==> src/rtl/ppc_pkg.sv <==
package ppc_pkg;

  localparam int unsigned CoordW = 32;
  localparam int unsigned CountW = 7;
  localparam int unsigned ValW   = 64;
  localparam int unsigned QW     = 31;
  localparam int unsigned FracT  = 30;
  localparam int unsigned BufN   = 4;

  typedef enum logic [3:0] {
    OP_NOP       = 4'd0,
    OP_LOAD      = 4'd1,
    OP_START     = 4'd2,
    OP_EDGE_SEL  = 4'd3,
    OP_MUL       = 4'd4,
    OP_ACC       = 4'd5,
    OP_DIV_INIT  = 4'd6,
    OP_DIV_STEP  = 4'd7,
    OP_LERP_MUL  = 4'd8,
    OP_LERP_ACC  = 4'd9,
    OP_PUSH_INT  = 4'd10,
    OP_PUSH_END  = 4'd11,
    OP_PUSH_NONE = 4'd12,
    OP_FINISH    = 4'd13,
    OP_EMIT      = 4'd14
  } op_e;

  typedef struct packed {
    op_e        op;
    logic [2:0] sel;
  } cmd_t;

  typedef struct packed {
    logic       have_first;
    logic       last;
    logic       in1;
    logic       in2;
    logic       den_zero;
    logic [2:0] nbuf;
    logic       out_free;
  } status_t;

  typedef struct packed {
    logic [CoordW-1:0] x;
    logic [CoordW-1:0] y;
    logic [CoordW-1:0] z;
    logic              valid;
    logic [CountW-1:0] count;
  } result_t;

  typedef enum logic [1:0] {
    REG_A = 2'd0,
    REG_B = 2'd1,
    REG_C = 2'd2,
    REG_D = 2'd3
  } reg_e;

endpackage

==> src/rtl/ppc_regs.sv <==
module ppc_regs (
  input  logic        clk_i,
  input  logic        rst_ni,
  input  logic        psel,
  input  logic        penable,
  input  logic        pwrite,
  input  logic [3:0]  paddr,
  input  logic [31:0] pwdata,
  output logic [31:0] prdata,
  output logic        pready,
  output logic [31:0] plane_a_o,
  output logic [31:0] plane_b_o,
  output logic [31:0] plane_c_o,
  output logic [31:0] plane_d_o
);

  logic [31:0] a_q, b_q, c_q, d_q;
  logic        we;
  ppc_pkg::reg_e idx;

  assign pready = 1'b1;
  assign we     = psel && penable && pwrite;
  assign idx    = ppc_pkg::reg_e'(paddr[3:2]);

  always_ff @(posedge clk_i or negedge rst_ni) begin
    if (!rst_ni) begin
      a_q <= 32'h0000_0000;
      b_q <= 32'h0000_0000;
      c_q <= 32'hFFFF_0000;
      d_q <= 32'h0001_0000;
    end else if (we) begin
      unique case (idx)
        ppc_pkg::REG_A: a_q <= pwdata;
        ppc_pkg::REG_B: b_q <= pwdata;
        ppc_pkg::REG_C: c_q <= pwdata;
        ppc_pkg::REG_D: d_q <= pwdata;
        default: ;
      endcase
    end
  end

  always_comb begin
    unique case (idx)
      ppc_pkg::REG_A: prdata = a_q;
      ppc_pkg::REG_B: prdata = b_q;
      ppc_pkg::REG_C: prdata = c_q;
      ppc_pkg::REG_D: prdata = d_q;
      default:        prdata = a_q;
    endcase
  end

  assign plane_a_o = a_q;
  assign plane_b_o = b_q;
  assign plane_c_o = c_q;
  assign plane_d_o = d_q;

endmodule

==> config.mk <==
export PLATFORM = sky130hd
export DESIGN_NAME = ppc_regs
export DESIGN_NICKNAME = d
export VERILOG_FILES = /design/src/rtl/ppc_pkg.sv /design/src/rtl/ppc_regs.sv
export SDC_FILE = /design/constraint.sdc
export NUM_CORES = 1
export LEC_CHECK = 0
export ABC_AREA = 1
export BUFFER_PORTS_ARGS = -buffer_cell sky130_fd_sc_hd__buf_2
export CORE_MARGIN = 2
export CORE_UTILIZATION = 45
export CTS_CLUSTER_DIAMETER = 30
export CTS_CLUSTER_SIZE = 12
export DETAILED_ROUTE_END_ITERATION = 8
export GPL_TIMING_DRIVEN = 0
export PLACE_DENSITY = 0.73
export SLEW_MARGIN = 20
export SYNTH_ARGS = -nofsm -noshare
export SYNTH_HDL_FRONTEND = slang
export SYNTH_SLANG_ARGS = --single-unit
==> constraint.sdc <==
create_clock -name clk_i -period 2.2 [get_ports clk_i]
set_input_delay 0.44 -clock clk_i [delete_from_list [all_inputs] [get_ports clk_i]]
set_output_delay 0.44 -clock clk_i [all_outputs]
set_load 0.005 [all_outputs]
== Word level (Yosys, flattened, before mapping) ==
Cells that the tools add are included.
W data, S select, Z words.
Operators by class
  mux-type cells: 1
  reduce and logical (&&, ||, !) cells: 7
  equality and inequality tests: 3
Operators with widths (number)
  $pmux W32 S4: 1
  $reduce_and A2 Y1: 4
  $eq A2 B2 Y1 const B: 2
  $eq A2 B1 Y1 const B: 1
  $logic_and A1 B1 Y1: 2
  $logic_not A2 Y1: 1
Storage, ports and cells
  word-level logic and storage cells: 15
  bits of input ports: 41
  bits in registers: 128

== Logic depth before layout (Yosys ltp) ==
  depth after elaboration: 3
  depth in mapped cells: 7

== Least setup slack after synthesis ==
No wires, ideal clock.
  kind: input -> output
  from: input paddr[3]
  to: output prdata[18]
  path slack: 0.658 ns
  required time: 1.760 ns
  data arrival time: 1.102 ns
  buffers on the path: 1
  stages on the path: 4
  cells stage by stage: nor2_1 -> clkbuf_1 -> nand2_1 -> nand4_1
Between the ends
  word-level cells in the longest chain between the ends: 2
Ends and longest elaborated chain
  start: declaration: RTL line ppc_regs.sv:7  | input logic [3:0] paddr,
  $eq A2 B2 Y1 (tied with other cells): RTL line ppc_regs.sv:43  | unique case (idx)
  $pmux W32 S4 *: RTL line ppc_regs.sv:43
  end: declaration: RTL line ppc_regs.sv:9  | output logic [31:0] prdata,
Every way passes the cells marked *; elsewhere a longest branch is shown, timed or not.

== Final worst setup path ==
  from: input paddr[3]
  to: output prdata[3]
Same word-level chain as after synthesis.

==> results.txt <==
----------------------------------------------------
[Worst setup path]
  Worst setup SP type ... primary input
  Arrival time of the worst setup path ... 1.69 ns
  Critical path class ... in -> out
  Worst r2r src ... plane_c_o[19]$_DFFE_PN1P_
  Launch point of the critical path ... paddr[3]
  Register-to-register setup slack ... 1.45 ns
  Crit Reg-Reg Endpoint ... plane_c_o[19]$_DFFE_PN1P_
  R2R cell count ... 2
  End of the critical path ... prdata[3]
  CP Max Fanout ... 10
  CP endpoint kind ... output port
  Required time of the critical path ... 1.76 ns

[Finish]
  P&R area growth vs syn ... 33.2%
  Post-layout net count ... 1003
  Ratio of cells with drive above 1 in the final layout ... 30.6%
  Total area of multi-input combinational cells ... 2320 µm²
  Area taken by flip-flops and latches ... 3220 µm²
  Number of inserted diodes ... 0
  Layout fillers ... 1184
  Share of the core filled with cells in the final layout ... 61.1%

[Logic synthesis]
  Fraction of post-synthesis cell area in the top cell type by area ... 47.9%
  Post-synthesis cell count ... 743
  Synth Net Count ... 784
  Netlist area before placement ... 5790 µm²
  Synth top area cells ... dfrtp_1 (48%), nand2_1 (28%), nand3_1 (8.4%)
  Distinct cell type count of the synthesized netlist ... 13
  Number of synthesis warnings ... 0
  Share of synthesized area occupied by flip-flops and latches ... 55.7%
  Synth area leader ... dfrtp_1
  Syn_area_per_cell ... 7.80 µm²
  Post-synthesis sequential element count ... 128

[Clocking]
  Clock transition at the register clock pins on the worst setup and hold paths after CTS ... 0.05 ns
  CTS H-tree lvls ... 4
  Clock tree root buffer cell ... clkbuf_16
  Post-CTS setup buffer count ... 0
  CTS tree ... built
  Clk Latency, worst-skew pair ... 0.41 ns
  Number of clock buffers inserted by TritonCTS ... 17
  Maximum buffer depth of the clock tree ... 2
  Sink Count ... 128

[Placement]
  Final RePlAce weighted congestion ... 0.852
  Port-buffer cells ... 198
  DP HPWL ... 13.4 mm
  Worst-case setup slack after placement ... -0.0878 ns

[Job]
  Max cap viols ... 0

[GRT]
  Overflow left after global routing ... 0
  Number of antenna violations at the first check in global routing ... 0
  Global-route wire length before repair ... 30.9 mm
  Pin count of the biggest net entering global routing ... 96
  Global router's overall resource usage ... 29.0%
  Via count of the first global-routing pass ... 5588

[Die]
  Die area ... 13800 µm²
  Row Count ... 41
  Starting Density ... 45.9%
  Die Ht ... 117 µm
  Number of ports placed on the die boundary ... 202
  CORE AREA ... 12600 µm²
  Die W ... 117 µm

[STA]
  Unrepaired setup endpoints after global routing ... no
  Count of final hold-check violations ... 0
  Layout Skew ... 0 ns
  Number of pins exceeding their max-slew limit in the final report ... 0
  Worst path setup slack after routing ... 0.0693 ns
  Worst slew margin relative to its limit ... 58.5%
  Peak Freq ... 0.469 GHz
  Setup-violating endpoint count in the final report ... 0
  Period minus WS final ... 2.13 ns
  Worst-Margin Slew ... 0.623 ns
  Post-route fraction of the period consumed by the critical path ... 96.8%

[Status]
  Outcome ... finished, final reports clean

[Routing]
  Remaining antenna violation count after routing ... 0
  Post-detailed-routing wire length ... 19.8 mm
  Number of search-and-repair iterations in the first detailed-routing pass ... 5
  Via density per instance ... 5.21
  Number of DRC markers in iteration 0 ... 586
  Via count of the routed design ... 5976
  Average wire per standard cell ... 17.3 µm
  Post-route DRC ... 0

[Hold path]
  Min-delay worst type ... in -> reg

[Pwr]
  Leakage ... 0.00437 µW
  Pwr Total ... 7980 µW
  Cell area power density ... 1030 nW/µm²
  Maximum vdd ir drop ... 0.467 mV

----------------------------------------------------
power breakdown:
| group | switching (µW) | internal [µW] | leakage, µW |
|---|---|---|---|
| Combinational | 831 | 706 | 0.00247 |
| Sequential | 415 | 2890 | 0.00159 |
| Clock | 1060 | 2070 | 0.000316 |
| Total | 2310 | 5670 | 0.00437 |
worst max-delay path: stages:
cell      delay [ns]
buf_2           0.13
inv_2           0.12
clkbuf_1        0.50
nand3_1         0.19
nand4_1         0.18
buf_2           0.13
layer usage:
metal  track usage (%)  routed length, µm  vias up
met5                 0                  0        -
met3              6.44               1640       31
li1                  -                  -     2808
met2              46.5               9530      279
met1              39.0               8280     2858
met4              10.2                343        0
logic make-up after synthesis:
kind of cell,share of synthesized area (%)
other,0.0647
DFF,55.7
buffers and inverters,4.34
and+or+nand+nor,39.9
synth_stat cells:
| cell type | n |
|---|---|
| buf_2 | 36 |
| buf_4 | 1 |
| clkbuf_1 | 11 |
| conb_1 | 1 |
| dfrtp_1 | 111 |
| dfstp_2 | 17 |
| inv_1 | 2 |
| inv_2 | 4 |
| nand2_1 | 425 |
| nand3_1 | 97 |
| nand4_1 | 32 |
| nor2_1 | 2 |
| nor2_2 | 4 |
worst min path at each step:
stage / startpoint / endpoint / slack [ns] / depth (start not counted)
after detailed placement: rst_ni / plane_a_o[29]$_DFFE_PN0P_ / 0.32 / 1
after global routing: pwdata[31] / plane_c_o[31]$_DFFE_PN1P_ / 0.25 / 3
after floorplan: rst_ni / plane_a_o[0]$_DFFE_PN0P_ / 0.14 / 0
after CTS: pwdata[21] / plane_c_o[21]$_DFFE_PN1P_ / 0.24 / 3
after global placement: plane_c_o[16]$_DFFE_PN1P_ / plane_c_o[16]$_DFFE_PN1P_ / 0.46 / 2
final: pwdata[31] / plane_c_o[31]$_DFFE_PN1P_ / 0.26 / 3
stage by stage:
stage	TNS (ns)	hold WS (ns)	instances	area (µm²)
2_1_floorplan	0	0.144	743	5790
3_3_place_gp	-114.27	0.457	1113	7000
3_5_place_dp	-0.581	0.323	1114	7040
4_1_cts	0	0.244	1147	7710
5_1_grt	0	0.249	1147	7720
6_report	0	0.256	1147	7720
registers in the layout (all words and copies together) (netlist names):
name,count
plane_a_o,32
plane_b_o,32
plane_c_o,32
plane_d_o,32
area by class of cell:
| type | count | share of cell area [%] |
|---|---|---|
| repair buffers | 200 | 13.5 |
| flip-flops and latches | 128 | 41.8 |
| clock buffers | 19 | 5.87 |
| clock inverters | 13 | 2.71 |
| plain buffers | 48 | 3.03 |
| multi-input cells | 561 | 30.1 |
| well taps | 172 | 2.79 |
| inverters | 6 | 0.292 |
cell usage in the layout, fill, tap and decap left out:
master / count
conb_1: 1
clkinvlp_4: 3
clkbuf_8: 2
buf_4: 1
clkbuf_1: 7
nor2_1: 1
clkinv_4: 2
nor2_2: 5
bufinv_16: 5
inv_1: 2
nand2_1: 425
dlygate4sd3_1: 1
clkinv_2: 2
clkbuf_16: 17
nand3_1: 97
buf_16: 1
buf_2: 233
dfrtp_1: 111
clkbuf_2: 4
dfstp_2: 17
inv_6: 1
nand4_1: 32
inv_2: 4
buf_8: 1
repair_timing:
item,in CTS,in global routing
gates resized for setup,1,7
hold buffers,1,0
endpoints found under the setup margin,10,7
endpoints found under the hold margin,32,0
(Power assumes the default switching activity.)
