$ cat src/rtl/ppc_pkg.sv
package ppc_pkg;

  localparam int unsigned CoordW = 32;
  localparam int unsigned CountW = 7;
  localparam int unsigned ValW   = 64;
  localparam int unsigned QW     = 31;
  localparam int unsigned FracT  = 30;
  localparam int unsigned BufN   = 4;

  typedef enum logic [3:0] {
    OP_NOP       = 4'd0,
    OP_LOAD      = 4'd1,
    OP_START     = 4'd2,
    OP_EDGE_SEL  = 4'd3,
    OP_MUL       = 4'd4,
    OP_ACC       = 4'd5,
    OP_DIV_INIT  = 4'd6,
    OP_DIV_STEP  = 4'd7,
    OP_LERP_MUL  = 4'd8,
    OP_LERP_ACC  = 4'd9,
    OP_PUSH_INT  = 4'd10,
    OP_PUSH_END  = 4'd11,
    OP_PUSH_NONE = 4'd12,
    OP_FINISH    = 4'd13,
    OP_EMIT      = 4'd14
  } op_e;

  typedef struct packed {
    op_e        op;
    logic [2:0] sel;
  } cmd_t;

  typedef struct packed {
    logic       have_first;
    logic       last;
    logic       in1;
    logic       in2;
    logic       den_zero;
    logic [2:0] nbuf;
    logic       out_free;
  } status_t;

  typedef struct packed {
    logic [CoordW-1:0] x;
    logic [CoordW-1:0] y;
    logic [CoordW-1:0] z;
    logic              valid;
    logic [CountW-1:0] count;
  } result_t;

  typedef enum logic [1:0] {
    REG_A = 2'd0,
    REG_B = 2'd1,
    REG_C = 2'd2,
    REG_D = 2'd3
  } reg_e;

endpackage

$ cat src/rtl/ppc_ctrl.sv
module ppc_ctrl (
  input  logic              clk_i,
  input  logic              rst_ni,
  input  logic              in_valid_i,
  output logic              in_stall_o,
  input  ppc_pkg::status_t  status_i,
  output ppc_pkg::cmd_t     cmd_o
);

  typedef enum logic [14:0] {
    S_IDLE  = 15'b000000000000001,
    S_START = 15'b000000000000010,
    S_EDGE  = 15'b000000000000100,
    S_MUL   = 15'b000000000001000,
    S_ACC   = 15'b000000000010000,
    S_CLASS = 15'b000000000100000,
    S_DIVI  = 15'b000000001000000,
    S_DIVS  = 15'b000000010000000,
    S_LMUL  = 15'b000000100000000,
    S_LACC  = 15'b000001000000000,
    S_PINT  = 15'b000010000000000,
    S_PEND  = 15'b000100000000000,
    S_NEXT  = 15'b001000000000000,
    S_FIN   = 15'b010000000000000,
    S_EMIT  = 15'b100000000000000
  } state_e;

  state_e     state_q, state_d;
  logic [2:0] k_q, k_d;
  logic [4:0] cnt_q, cnt_d;
  logic       edge_q, edge_d;
  logic       none_q, none_d;

  assign in_stall_o = (state_q != S_IDLE);

  always_comb begin
    state_d = state_q;
    k_d     = k_q;
    cnt_d   = cnt_q;
    edge_d  = edge_q;
    none_d  = none_q;
    cmd_o.op  = ppc_pkg::OP_NOP;
    cmd_o.sel = k_q;
    unique case (state_q)
      S_IDLE: begin
        if (in_valid_i) begin
          cmd_o.op = ppc_pkg::OP_LOAD;
          state_d  = S_START;
        end
      end
      S_START: begin
        cmd_o.op = ppc_pkg::OP_START;
        none_d   = 1'b0;
        if (status_i.have_first) begin
          edge_d  = 1'b0;
          state_d = S_EDGE;
        end else if (status_i.last) begin
          edge_d  = 1'b1;
          state_d = S_EDGE;
        end else begin
          state_d = S_FIN;
        end
      end
      S_EDGE: begin
        cmd_o.op  = ppc_pkg::OP_EDGE_SEL;
        cmd_o.sel = {2'b00, edge_q};
        k_d       = 3'd0;
        state_d   = S_MUL;
      end
      S_MUL: begin
        cmd_o.op = ppc_pkg::OP_MUL;
        state_d  = S_ACC;
      end
      S_ACC: begin
        cmd_o.op = ppc_pkg::OP_ACC;
        if (k_q == 3'd5) begin
          state_d = S_CLASS;
        end else begin
          k_d     = k_q + 3'd1;
          state_d = S_MUL;
        end
      end
      S_CLASS: begin
        if (!status_i.in1 && !status_i.in2) begin
          state_d = S_NEXT;
        end else if (status_i.in1 && status_i.in2) begin
          state_d = S_PEND;
        end else if (status_i.den_zero) begin
          state_d = S_NEXT;
        end else begin
          state_d = S_DIVI;
        end
      end
      S_DIVI: begin
        cmd_o.op = ppc_pkg::OP_DIV_INIT;
        cnt_d    = 5'd0;
        state_d  = S_DIVS;
      end
      S_DIVS: begin
        cmd_o.op = ppc_pkg::OP_DIV_STEP;
        if (cnt_q == 5'(ppc_pkg::FracT - 1)) begin
          k_d     = 3'd0;
          state_d = S_LMUL;
        end else begin
          cnt_d = cnt_q + 5'd1;
        end
      end
      S_LMUL: begin
        cmd_o.op = ppc_pkg::OP_LERP_MUL;
        state_d  = S_LACC;
      end
      S_LACC: begin
        cmd_o.op = ppc_pkg::OP_LERP_ACC;
        if (k_q == 3'd2) begin
          state_d = S_PINT;
        end else begin
          k_d     = k_q + 3'd1;
          state_d = S_LMUL;
        end
      end
      S_PINT: begin
        cmd_o.op = ppc_pkg::OP_PUSH_INT;
        state_d  = status_i.in2 ? S_PEND : S_NEXT;
      end
      S_PEND: begin
        cmd_o.op = ppc_pkg::OP_PUSH_END;
        state_d  = S_NEXT;
      end
      S_NEXT: begin
        if (!edge_q && status_i.last) begin
          edge_d  = 1'b1;
          state_d = S_EDGE;
        end else if (status_i.last && (status_i.nbuf == 3'd0) && !none_q) begin
          cmd_o.op = ppc_pkg::OP_PUSH_NONE;
          none_d   = 1'b1;
          state_d  = S_FIN;
        end else begin
          state_d = S_FIN;
        end
      end
      S_FIN: begin
        cmd_o.op = ppc_pkg::OP_FINISH;
        k_d      = 3'd0;
        state_d  = (status_i.nbuf == 3'd0) ? S_IDLE : S_EMIT;
      end
      S_EMIT: begin
        if (status_i.out_free) begin
          cmd_o.op = ppc_pkg::OP_EMIT;
          if (k_q == status_i.nbuf - 3'd1) begin
            state_d = S_IDLE;
          end else begin
            k_d = k_q + 3'd1;
          end
        end
      end
      default: state_d = S_IDLE;
    endcase
  end

  always_ff @(posedge clk_i or negedge rst_ni) begin
    if (!rst_ni) begin
      state_q <= S_IDLE;
      k_q     <= 3'd0;
      cnt_q   <= 5'd0;
      edge_q  <= 1'b0;
      none_q  <= 1'b0;
    end else begin
      state_q <= state_d;
      k_q     <= k_d;
      cnt_q   <= cnt_d;
      edge_q  <= edge_d;
      none_q  <= none_d;
    end
  end

endmodule

$ cat config.mk
export PLATFORM = sky130hd
export DESIGN_NAME = ppc_ctrl
export DESIGN_NICKNAME = d
export VERILOG_FILES = /design/src/rtl/ppc_pkg.sv /design/src/rtl/ppc_ctrl.sv
export SDC_FILE = /design/constraint.sdc
export NUM_CORES = 1
export LEC_CHECK = 0
export ABC_AREA = 1
export BUFFER_PORTS_ARGS = -buffer_cell sky130_fd_sc_hd__buf_4
export CAP_MARGIN = 20
export CORE_ASPECT_RATIO = 1.5
export CORE_MARGIN = 2
export CORE_UTILIZATION = 30
export CTS_CLUSTER_DIAMETER = 40
export CTS_CLUSTER_SIZE = 28
export DETAILED_ROUTE_END_ITERATION = 10
export SYNTH_ARGS = -nofsm -noshare
export SYNTH_HDL_FRONTEND = slang
export SYNTH_SLANG_ARGS = --single-unit
$ cat constraint.sdc
create_clock -name clk_i -period 3.6 [get_ports clk_i]
set_input_delay 0.72 -clock clk_i [delete_from_list [all_inputs] [get_ports clk_i]]
set_output_delay 0.72 -clock clk_i [all_outputs]
set_load 0.05 [all_outputs]
==> Word-level counts from Yosys, hierarchy flattened <==
Cells that the tools add are included.
{ "op_classes": {"add_sub_neg": 3, "eq_ne": 32, "n_mux": 36, "n_reduce_logical": 19} }
{ "ops": {"columns": ["cell", "count"], "rows": [
  ["$pmux 15 s15", 1],
  ["$mux 15", 6],
  ["$pmux 4 s14", 1],
  ["$mux 13", 4],
  ["$mux 14", 2],
  ["$ne 2x2->1 const B", 11],
  ["$mux 3", 6],
  ["$eq 15x1->1 const B", 1],
  ["$eq 15x10->1 const B", 1],
  ["$eq 15x11->1 const B", 1],
  ["$eq 15x12->1 const B", 1],
  ["$eq 15x13->1 const B", 1],
  ["$eq 15x14->1 const B", 1],
  ["$eq 15x15->1 const B", 1],
  ["$eq 15x2->1 const B", 1],
  ["$eq 15x3->1 const B", 1],
  ["$eq 15x4->1 const B", 1],
  ["$eq 15x5->1 const B", 1],
  ["$eq 15x6->1 const B", 1],
  ["$eq 15x7->1 const B", 1],
  ["$eq 15x8->1 const B", 1],
  ["$eq 15x9->1 const B", 1],
  ["$ne 15x1->1 const B", 1],
  ["$pmux 3 s5", 1],
  ["other kinds (25)", 42]
]} }
{ "word_totals": {"regBits": 25, "inputBits": 12, "out_inout_bits": 8, "elab_cells": 95} }

==> Depth between registers and ports, before layout <==
{ "depth": {"depth_word": 6, "mapped_depth": 12, "mapped_depth_nobuf": 12} }

==> Worst setup path before layout <==
No wires, ideal clock.
{ "synth_path": {"path_kind": "register -> output", "from": "register state_q[10]", "to": "output port cmd_o[3] in the netlist's numbering", "arrival_time_ps": 2183, "required_ps": 2880, "setup_slack_ps": 697, "stages_incl_launch_ff": 7, "path_buffers": 1, "cell_sequence": "dfrtp_1 > nor2_2 > nand2_1 > nor2_2 > buf_4 > nand2_1 > o2111ai_1"} }
{ "synth_lines": {"columns": ["element", "line", "rtl"], "rows": [
  ["start, declared", "ppc_ctrl.sv:28", "state_e state_q, state_d;"],
  ["start signal, assigned", "ppc_ctrl.sv:168", "state_q <= state_d;"],
  ["end, declared", "ppc_ctrl.sv:7", "output ppc_pkg::cmd_t cmd_o"]
]} }

==> reports/results.txt <==
In the layout the commonest cells are 49 x sky130_fd_sc_hd__nand2_1, 42 x sky130_fd_sc_hd__nor2_1, 40 x sky130_fd_sc_hd__inv_1. The logs give 0.484 for the share of total power in combinational logic and 1740 sq um for the cell area after synthesis. Setup repair after global routing left no endpoint under its margin. The count of TritonRoute iterations in the first routing pass was 4. For the data arrival time of the worst path, the log shows 2080 ps. The logs give 0 for the final-report hold violation count and 0 for the count of pins over their slew limit.

The run gives 0.136 as the total global-route track usage. The number of top-level design ports was 20; the time the final worst path needs with I/O delays and setup was 2800 ps. Summed over all layers, the global routing overflow is 0. After clock tree synthesis, the clock-pin slew on the worst setup and hold paths is 90 ps.

The detailed-route wire length was 4040 um. The clock passes through at most 2 buffers. The die extent in y was 97.3 um. The run gives 0.160 as the share of power burned in the clock network.

The detailed-placement wirelength estimate is 3280 um. The run gives 0 as the number of antenna violations at the first check in global routing. The number of antenna diodes in the final layout is 0. Type of element capturing the critical path: a primary output. The signal on the critical path passes through nor2_2 > nand2_2 > nor2_4 > nand3_2 > or2_4 > nor2_2 > nor2_1 > nand2_1 > buf_4. The cell at the slowest stage of the critical path is sky130_fd_sc_hd__dfrtp_1. The tightest min-delay check is of the in -> async type.

The first global-routing pass estimated 6870 um of wire. During placement, the flow inserted port buffers numbering 19. By startpoint and endpoint, the worst setup path is classified as reg -> out.

The region available for standard cell placement spans 5700 sq um. Dividing the detail-routed wire length by the instance count gives 11.8 um. The full die area is 6440 sq um.

TritonCTS built the clock tree. Number of distinct library cells after synthesis: 30. The cell that appears most often on the critical path is sky130_fd_sc_hd__nor2_2. In this run, post-CTS hold repair placed 0 buffers. The worst ir drop on vdd was 0.216 mV; the slew at the pin with the worst max-slew slack was 501 ps. The run gives 1 as the CTS H-tree depth. The library cell used most frequently in the layout, excluding fill and tap cells, is sky130_fd_sc_hd__nand2_1.

For the final cell utilization of the core, the log shows 0.350. Across all layers, the routed design uses 1,603 vias. The largest single stage delay on the critical path is 400 ps. The share of cells above drive strength 1 is 0.175, and the required time reported for the critical path endpoint is 2880 ps. The switching power came out at 485 uW. The final weighted congestion in routability-driven placement is 0.853, and the setup TNS is 0 ps.

The analysis attributes to cell leakage a power of 1.06 nW. Synthesis produced 249 cells. The initial core utilization is 0.306.

Once detail routing completed, the nets flagged for antenna violations numbered 0. The tools report the CTS root buffer as sky130_fd_sc_hd__clkbuf_8. Gates resized during post-CTS repair numbered 0.

The number of global-route vias before repair is 1,584. The count of buffering cells on the critical path with inverters included was 1; the internal power consumption was 556 uW. The switching share of power was 0.466; the net count of the mapped netlist was 268. After clock tree synthesis, the setup repair step added 0 buffers. The relative slew slack came out at 0.666.

The Yosys step of the flow raised 0 warnings. The total of endpoints with negative setup slack in the final report was 0. The ratio of final minimum period to clock period is 0.777, and the detailed router's first-iteration violation count is 50.

TritonCTS sink count: 25. From synthesis to final layout, the design area changed by 14.6%. The kind of cell with the highest combined delay on the critical path was simple AND/OR/NAND/NOR gates. The proportion of power drawn by flip-flops and latches was 0.356; the final net count was 289. In this run the worst path has a maximum fanout of 12. The floorplan step set the die width to 66.2 um. The run gives 0.360 as the sequential share of the synthesized area. The tool flagged a number of max-cap violations equal to 0. Buffers inserted during clock tree synthesis total 3. The worst setup path is launched from a flop.

Averaged over all synthesized cells, the footprint is 6.99 sq um. The power density over cell area is 522 nW/um^2. The flow ran to the end, and the final reports show no timing, DRC or antenna violations. The logs give 270 ps for the insertion delay of the later-clocked pin in the worst-skew pair and 34 for the site row count.

Entering global routing, the biggest net connects 26 pins. The post-synthesis register bit count came out at 25. For the remaining routing DRC violations, the log shows 0. On the final layout, the worst clock skew is 1.86 ps.

The completed layout was analyzed and its total power is 1.04 mW. The vias per cell is 4.70, and the maximum clock frequency is 357 MHz.
-- routing by layer --
metal  up-vias  track usage  routed length [um]
met5         -            0                   0
met1       741        0.160                1720
met4         0       0.0565                  82
li1        834            -                   -
met2        22        0.244                2160
met3         6       0.0104                  74
-- worst register-to-register path: stages (launching register included) --
cell,delay (ps)
sky130_fd_sc_hd__dfrtp_1,420
sky130_fd_sc_hd__nor2_2,130
sky130_fd_sc_hd__nand2_1,120
sky130_fd_sc_hd__nor2_2,410
sky130_fd_sc_hd__nand3_2,290
sky130_fd_sc_hd__nand4_1,270
sky130_fd_sc_hd__nor2_1,80
sky130_fd_sc_hd__a21oi_1,150
-- registers in the layout (all words and copies together), names as in the netlist --
register and flops:
cnt_q 5, edge_q 1, k_q 3, none_q 1, state_q 15
-- power by group through the flow --
stage / Sequential, mW / Combinational [mW] / Clock [mW]
2_1_floorplan: 0.356 / 0.399 / 0
3_3_place_gp: 0.375 / 0.504 / 0
3_5_place_dp: 0.376 / 0.505 / 0
4_1_cts: 0.371 / 0.506 / 0.172
5_1_grt: 0.379 / 0.552 / 0.185
6_report: 0.370 / 0.504 / 0.167
-- cell families after synthesis --
group	share of synthesized area
AOI/OAI and AO/OA	0.0726
xor gates and xnor gates	0.0101
adders and majority gates	0.0503
buffers and inverters	0.0999
DFF	0.360
and+or+nand+nor	0.407
-- through the flow --
step	cells	cell area (sq um)	worst slack (ps)	hold slack, ps
2_1_floorplan	249	1740	697	424
3_3_place_gp	337	1950	1020	477
3_5_place_dp	337	1950	1010	485
4_1_cts	341	2000	798	358
5_1_grt	341	2000	608	362
6_report	341	2000	801	347
-- synthesized netlist by cell type (all sizes together) --
library cell / count / area, sq um
nand3: 28 / 155
inv: 40 / 150
xor2: 1 / 8.76
o211ai: 1 / 7.51
buf: 3 / 23.8
a21oi: 8 / 40.0
dfstp: 1 / 26.3
o22ai: 2 / 12.5
ha: 7 / 87.6
nand2: 56 / 228
nor3: 5 / 30.0
o31ai: 1 / 12.5
o2111ai: 1 / 8.76
nor3b: 1 / 12.5
xnor2: 1 / 8.76
o21ai: 9 / 45.0
nor4: 1 / 6.26
nor2: 51 / 219
nand4: 7 / 50.1
or2: 1 / 8.76
dfrtp: 24 / 601
-- cell type report --
class / instances / area (sq um)
fill: 625 / 3700
multi-input combinational: 181 / 941
sequential: 25 / 627
inverter: 40 / 150
timing repair buffer: 19 / 143
tap: 72 / 90.1
clock buffer: 4 / 45.0
-- path summary, 6_finish.rpt --
| kind | cells after the start | end | start | slack [ps] |
|---|---|---|---|---|
| min in group clk_i | 1 | cnt_q[3] | cnt_q[3] | 490 |
| worst min-delay path | 1 | cnt_q[0] | rst_ni | 350 |
| worst max-delay path | 9 | cmd_o[5] | state_q[4] | 800 |
| max in group asynchronous | 1 | state_q[0] | rst_ni | 2960 |
| worst max register to register | 7 | state_q[0] | state_q[11] | 1660 |
| worst min register to register | 1 | cnt_q[3] | cnt_q[3] | 490 |
No activity file was read; power rests on OpenSTA's default activity.
